===== config.mk =====
export PLATFORM = sky130hd
export DESIGN_NAME = tlhem_div
export DESIGN_NICKNAME = d
export VERILOG_FILES = /design/src/rtl/tlhem_pkg.sv /design/src/rtl/tlhem_div.sv
export SDC_FILE = /design/constraint.sdc
export NUM_CORES = 1
export LEC_CHECK = 0
export BUFFER_PORTS_ARGS = -buffer_cell sky130_fd_sc_hd__buf_2
export CAP_MARGIN = 20
export CELL_PAD_IN_SITES_DETAIL_PLACEMENT = 0
export CELL_PAD_IN_SITES_GLOBAL_PLACEMENT = 1
export CORE_MARGIN = 1.5
export CORE_UTILIZATION = 43
export DETAILED_ROUTE_END_ITERATION = 8
export PLACE_DENSITY = 0.87
export SLEW_MARGIN = 20
export SYNTH_ARGS = -nofsm -noshare
export SYNTH_HDL_FRONTEND = slang
export SYNTH_SLANG_ARGS = --single-unit

===== constraint.sdc =====
create_clock -name clk -period 17.3 [get_ports clk]
set_input_delay 0 -clock clk [delete_from_list [all_inputs] [get_ports clk]]
set_output_delay 0 -clock clk [all_outputs]
set_load 0.03 [all_outputs]

===== src/rtl/tlhem_pkg.sv =====
package tlhem_pkg;

  localparam int CW = 20;
  localparam int FW = 31;

  typedef struct packed {
    logic [CW-1:0] count_00;
    logic [CW-1:0] count_01;
    logic [CW-1:0] count_02;
    logic [CW-1:0] count_10;
    logic [CW-1:0] count_11;
    logic [CW-1:0] count_12;
    logic [CW-1:0] count_20;
    logic [CW-1:0] count_21;
    logic [CW-1:0] count_22;
  } tlhem_in_t;

  typedef struct packed {
    logic [31:0] freq_01;
    logic [31:0] freq_10;
    logic [31:0] freq_11;
    logic [1:0]  status;
    logic [7:0]  rounds_used;
  } tlhem_out_t;

  typedef enum logic [1:0] {
    ST_CONVERGED = 2'd0,
    ST_LIMIT     = 2'd1,
    ST_ZERO_DIV  = 2'd2
  } status_t;

  typedef enum logic [1:0] {
    REG_MAX_ITER  = 2'd0,
    REG_TOLERANCE = 2'd1
  } reg_index_t;

  // operand widths
  localparam int NW = 128;
  localparam int PW = 64;

  typedef enum logic [3:0] {
    S_IDLE, S_SETUP, S_EST, S_EST_WAIT, S_PROD, S_PROD_WAIT, S_SPLIT,
    S_SPLIT_WAIT, S_SQ, S_SQ_WAIT, S_CHECK, S_DONE
  } fsm_t;

endpackage


===== src/rtl/tlhem_div.sv =====
module tlhem_div (
  input  logic         clk,
  input  logic         rst,
  input  logic         go,
  input  logic [127:0] n,
  input  logic [127:0] d,
  output logic         done,
  output logic [63:0]  q
);
  import tlhem_pkg::*;

  logic [127:0] num;
  logic [127:0] rem;
  logic [127:0] quo;
  logic [127:0] den;
  logic [6:0]   cnt;
  logic         run;
  logic [128:0] sh;

  assign sh = {rem, num[127]};
  assign q = (quo[127:64] != 64'd0) ? {64{1'b1}} : quo[63:0];

  // restoring division, one quotient bit per cycle
  always_ff @(posedge clk) begin
    if (rst) begin
      run <= 1'b0;
      done <= 1'b0;
      cnt <= '0;
    end else begin
      done <= 1'b0;
      if (go) begin
        run <= 1'b1;
        cnt <= '0;
        num <= n;
        den <= d;
        rem <= '0;
        quo <= '0;
      end else if (run) begin
        num <= num << 1;
        if (sh >= {1'b0, den}) begin
          rem <= 128'(sh - {1'b0, den});
          quo <= {quo[126:0], 1'b1};
        end else begin
          rem <= sh[127:0];
          quo <= {quo[126:0], 1'b0};
        end
        cnt <= cnt + 7'd1;
        if (cnt == 7'd127) begin
          run <= 1'b0;
          done <= 1'b1;
        end
      end
    end
  end
endmodule


==> metrics.yaml, run 1 <==
sta:
  setup-violations-final: 0
  slew_violations: 0
  fin_tns_setup_ps: 0
  slew_headroom: 0.270
  period_share: 0.350
  hold_violations: 0
  fin_crit_ps: 6060
  rsz0062_at_grt: "false"
  worst_pin_slew_ps: 1100
  skew_ps: 33.4
  timing.fmax_mhz: 165
critical_path:
  rr_startpoint: "rem[0]"
  critPathMaxFanout: 85
  slowest_delay_ps: 870
  crit_type: "reg2reg"
  cp_top_family: "compound AO/OA/AOI/OAI gates"
  cp_num_buf_inv: 1
  critPathSlowestCell: "a41o_4"
  cp.required_ps: 17650
  startpoint_type: "flip-flop"
  arrival_ps: 6410
  crit_path_end_kind: "flip-flop"
  cp_common_cell: "o21ai_1"
  crit_start: "rem[0]"
  cp_cell_sequence: "ha_1 -> nor2b_1 -> o2111ai_1 -> a211oi_1 -> o2111a_1 -> a21oi_2 -> o21a_1 -> o21ai_1 -> nand2_1 -> o21ai_1 -> a41oi_1 -> o21ai_1 -> a41o_4 -> buf_4 -> nor3b_1 -> or4_1"
synth:
  syn_avg_cell_area_um2: 10.7
  synth_fp_nets: 3117
  async_flop_share: 0
  syn_inst: 2728
  post-synth-top-count-cell: "edfxtp_1"
  yosys_register_bits: 521
  synth_edf_count: 512
  syn_area_um2: 29100
  synth_cell_type_count: 75
  yosysTopAreaCellShare: 0.528
  ys_warn_count: 0
  synth_commonest_cells: "edfxtp_1 (512), nand2_1 (322), a21oi_1 (285)"
  ys.flop_type: "edfxtp_1"
  ys_seq_area_frac: 0.535
  synth_largest_area_cell: "edfxtp_1"
  synth.area.top_cells: "edfxtp_1 (53%), ha_1 (5.5%), mux2_2 (4.9%)"
drt:
  firstDrtPassIters: 5
  via_count: 22300
  wire_per_inst_um: 18.2
  drt_wl_total_um: 75900
  ant_nets: 0
  drc_errors: 0
  dr.first_iter.drc_count: 1760
  routed_via_density: 5.33
pwr:
  ir_worst_vdd_mv: 0.0623
  combPwrFrac: 0.224
  p_switching_mw: 1.08
  p_int_mw: 2.64
  power_density_nw_per_um2: 103
  p_sw_frac: 0.291
  p_seq_frac: 0.417
  leakage_nw: 14.1
  power_frac_clock: 0.359
clock_tree:
  clock_sinks: 521
  cts.path.max_buffers: 3
  h-tree-depth: 2
  cts.clk_slew.worst_paths_ps: 60
  post_cts_buffers: 0
  cts_root_buf: "clkbuf_16"
  clk_latency_ps: 640
  cts_buffers: 58
  cts_tree: "done"
grt:
  antenna_found_initial: 11
  grt_max_degree: 177
  first_global_vias: 22300
  grt.total_usage: 0.215
  grt_pass1_wl_um: 120000
  gr-total-overflow: 0
cells_and_area:
  final_area_um2: 36100
  final_util: 0.538
  drive_above_1_share: 0.177
  layout.nets: 3634
  syn2layout_area_growth_pct: 24.0
min_path:
  hp-start: "d[37]"
  hold_path_class: "in2reg"
floorplanning:
  initial_core_util: 0.434
  die_width_um: 263
  row_count: 95
  die-area_um2: 69200
  io_pins: 324
  die_h_um: 263
  fp.coreArea_um2: 67000
placement:
  portBuffers: 323
  gp_congestion: 0.898
  hpwlAfterDp_um: 49900
  place_area_um2: 31400
run:
  maxCapViolCount: 0
run_status:
  outcome: "finished clean"
-- power groups by stage --
stage	registers [mW]	logic, mW	clock network (mW)
floorplan	1.58	0.585	0
finish	1.55	0.834	1.34
global placement	1.57	0.771	0
detailed placement	1.58	0.774	0
CTS	1.55	0.827	1.36
global route	1.56	0.924	1.41
-- per-layer routing --
| layer | share of wire | up-vias | track usage |
|---|---|---|---|
| met1 | 0.43 | 10700 | 0.281 |
| li1 | - | 10900 | - |
| met3 | 0.046 | 167 | 0.0282 |
| met2 | 0.48 | 598 | 0.360 |
| met4 | 0.037 | 0 | 0.0873 |
| met5 | 0 | - | 0 |
-- flip-flops by register name, summed over array words and instances (netlist names) --
name  count
num     128
rem     128
run       1
done      1
den     128
cnt       7
quo     128
-- worst reg2reg max path: stages (launching register included) --
cell and delay [ps]:
edfxtp_1 410, ha_1 310, nor2b_1 170, o2111ai_1 190, a211oi_1 310, o2111a_1 280
a21oi_2 90, o21a_1 290, o21ai_1 410, nand2_1 170, o21ai_1 240, a41oi_1 190
o21ai_1 380, a41o_4 870, buf_4 820, nor3b_1 140, or4_1 490
-- path summary, 6_finish.rpt --
check,slack (ps),depth (start not counted),end
hold / removal,70,2,den[37]
setup reg to reg,11240,16,rem[127]
setup / recovery,11240,16,rem[127]
hold reg to reg,480,2,done
-- cell type report --
| type | instances | area, um2 |
|---|---|---|
| well taps | 873 | 1090 |
| diodes | 13 | 32.5 |
| clock inverters | 45 | 594 |
| clock buffers | 64 | 1470 |
| inverters | 182 | 683 |
| flip-flops and latches | 521 | 15600 |
| fillers | 5841 | 30900 |
| repair buffers | 594 | 4320 |
| multi-input cells | 1888 | 12300 |
-- cells in the final DEF, fill, tap and decap left out, types with 18 or more instances in the layout --
master	n
inv_1	182
nand2b_1	72
nand4_1	61
ha_1	129
a211oi_1	47
buf_2	322
nor3_1	18
xnor2_1	78
edfxtp_1	512
xor2_1	50
a21oi_1	285
o21bai_1	45
dlygate4sd3_1	258
nand3_1	23
a21o_1	59
o21ai_0	92
mux2_2	127
nor4_1	29
clkbuf_16	58
nor2b_1	135
nand2_1	322
nor2_1	152
-- metrics by stage --
step	setup slack, ps	instances	total power [mW]	hold slack [ps]
floorplan	5990	2728	2.17	79.3
global placement	11290	3800	2.35	177
detailed placement	11240	3800	2.35	178
CTS	11170	4167	3.74	25.8
global route	10770	4180	3.90	43.8
finish	11240	4180	3.73	68.1
-- timing repair --
| item | 4_1_cts | 5_1_grt |
|---|---|---|
| hold endpoints to repair | 287 | 0 |
| hold buffers | 258 | 0 |
| resized for setup | 0 | 0 |
-- logic make-up after synthesis --
kind of cell	count (synthesis)	synth area share
buf+inv	319	0.0431
flops	521	0.535
mux	128	0.0495
simple gates	865	0.145
compound gates	637	0.133
xor+xnor	128	0.0385
fa+ha+maj	130	0.0562
(Power assumes the default switching activity.)
==> inputs of run 2 (changes only) <==
CORE_UTILIZATION = 47   (was 43)
PLACE_DENSITY = 0.9   (was 0.87)
clock period = 5.9 ns   (was 17.3 ns; I/O delays follow)
==> metrics.yaml, run 2 (synthesis results as in run 1) <==
drt:
  wire_per_inst_um: 18.1  # -0.22%
  ant_nets: 0  # unchanged
  dr.first_iter.drc_count: 1618  # -8.1%
  routed_via_density: 5.47  # +2.5%
  drc_errors: 0  # unchanged
  firstDrtPassIters: 6  # +1
  drt_wl_total_um: 74300  # -2.2%
  via_count: 22400  # +0.53%
min_path:
  hold_path_class: "in2reg"
  whs_endpoint: "num[12]"
  hp-start: "go"
  worstHoldPathCells: 2  # unchanged
sta:
  slew_violations: 0  # unchanged
  period_share: 0.839  # +0.489
  rsz0062_at_grt: "false"
  setup-violations-final: 0  # unchanged
  skew_ps: 19.8  # -13.6 ps
  slew_headroom: 0.279  # +0.00982
  fin_crit_ps: 4950  # -1110 ps
  worst_pin_slew_ps: 1080  # -14.7 ps
  hold_violations: 0  # unchanged
  timing.fmax_mhz: 202  # +22%
pwr:
  p_int_mw: 7.44  # +180%
  ir_worst_vdd_mv: 0.199  # +220%
  p_sw_frac: 0.295  # +0.00408
  p_seq_frac: 0.432  # +0.015
  power_density_nw_per_um2: 294  # +190%
  leakage_nw: 14.1  # -0.27%
  finalPower_mw: 10.6  # +180%
  p_switching_mw: 3.11  # +190%
  power_frac_clock: 0.335  # -0.024
  combPwrFrac: 0.233  # +0.009
critical_path:
  reg2reg_to: "rem[37]"
  cp_cell_sequence: "ha_1 -> nand2_1 -> nor2_1 -> nand2_1 -> o311ai_1 -> a21boi_0 -> o21a_1 -> o21ai_1 -> nand2_1 -> o21ai_1 -> a41oi_1 -> o21ai_1 -> a41o_4 -> buf_12 -> nor2_1 -> a211oi_1"
  critPathSlowestCell: "a41o_4"
  crit_cells: 16  # unchanged
  arrival_ps: 5380  # -1030 ps
  critPathMaxFanout: 76  # -11%
  slowest_delay_ps: 610  # -260 ps
  rr_startpoint: "rem[34]"
  cp_top_family: "compound AO/OA/AOI/OAI gates"
  startpoint_type: "flip-flop"
  crit_path_end_kind: "flip-flop"
  cp.required_ps: 6330  # -11320 ps
  crit_type: "reg2reg"
  cp_num_buf_inv: 1  # unchanged
  reg2reg_depth: 16  # unchanged
  rrSetupSlack_ps: 950  # -10290 ps
cells_and_area:
  layout_common_cells: "edfxtp_1 (512), nand2_1 (322), buf_2 (322)"
  layout.nets: 3637  # +0.083%
  instances_no_fill: 4099  # -1.9%
  syn2layout_area_growth_pct: 23.3
  drive_above_1_share: 0.177  # about the same
  final_common_cell: "edfxtp_1"
run:
  maxCapViolCount: 0  # unchanged
clock_tree:
  cts.clk_slew.worst_paths_ps: 60  # about the same
  cts_buffers: 56  # -3.4%
  h-tree-depth: 2  # unchanged
  clk_latency_ps: 630  # about the same
  post_cts_buffers: 0  # unchanged
  clock_sinks: 521  # unchanged
  cts_tree: "done"
  cts.path.max_buffers: 3  # unchanged
  cts_root_buf: "clkbuf_16"
floorplanning:
  die-area_um2: 63400  # -8.4%
  fp.coreArea_um2: 61500  # -8.3%
  die_width_um: 252  # -4.3%
  initial_core_util: 0.473  # +0.0392
  row_count: 91  # -4.2%
  io_pins: 324  # unchanged
  die_h_um: 252  # -4.3%
grt:
  grt_pass1_wl_um: 118000  # -1.2%
  grt_max_degree: 201  # +14%
  first_global_vias: 22600  # +1.2%
  gr-total-overflow: 0  # unchanged
  grt.total_usage: 0.231  # +0.0165
  antenna_found_initial: 15  # +4
placement:
  portBuffers: 323  # unchanged
  dpl.cell_count: 3722  # -2.1%
  hpwlAfterDp_um: 49700  # -0.31%
  gp_congestion: 0.925  # +2.9%
run_status:
  outcome: "finished clean"
==> run 2: area by class of cell <==
class / count / area [um2]
timing repair buffer: 599 / 4420
antenna: 14 / 35.0
sequential: 521 / 15600
tap: 790 / 988
multi-input combinational: 1888 / 12300
clock buffer: 65 / 1440
clock inverter: 40 / 398
inverter: 182 / 683
fill: 5100 / 25600
==> run 2: what timing repair did <==
item / in CTS / in global routing
endpoints found under the hold margin: 266 / 0
hold buffers: 258 / 0
gates resized for setup: 0 / 0
==> run 2: worst max-delay path by stage <==
| stage | to | start |
|---|---|---|
| floorplan | num[0] | run |
| global placement | rem[37] | den[1] |
| detailed placement | rem[37] | rem[0] |
| CTS | rem[37] | rem[0] |
| global route | rem[37] | rem[34] |
| finish | rem[37] | rem[34] |
==> run 2: power by group through the flow <==
stage,registers [mW],logic (mW),clock network (mW)
after floorplan,4.61,1.72,0
after global placement,4.62,2.24,0
after detailed placement,4.63,2.27,0
after CTS,4.56,2.43,3.62
after global routing,4.59,2.72,3.77
final,4.56,2.45,3.54
==> run 2: stage by stage <==
step	util	cell area [um2]	setup slack (ps)	setup TNS, ps	hold WS [ps]
floorplan	-	29100	-672	-257910	79.3
global placement	0.511	31400	1110	0	176
detailed placement	0.511	31400	980	0	178
CTS	0.583	35800	949	0	39.5
global route	0.583	35900	452	0	60.2
finish	0.583	35900	951	0	58.4
==> run 2: metal layers <==
layer | GRT usage | share of wire
met5 | 0 | 0.00017
met4 | 0.0797 | 0.028
met3 | 0.0304 | 0.045
met2 | 0.394 | 0.50
met1 | 0.304 | 0.43
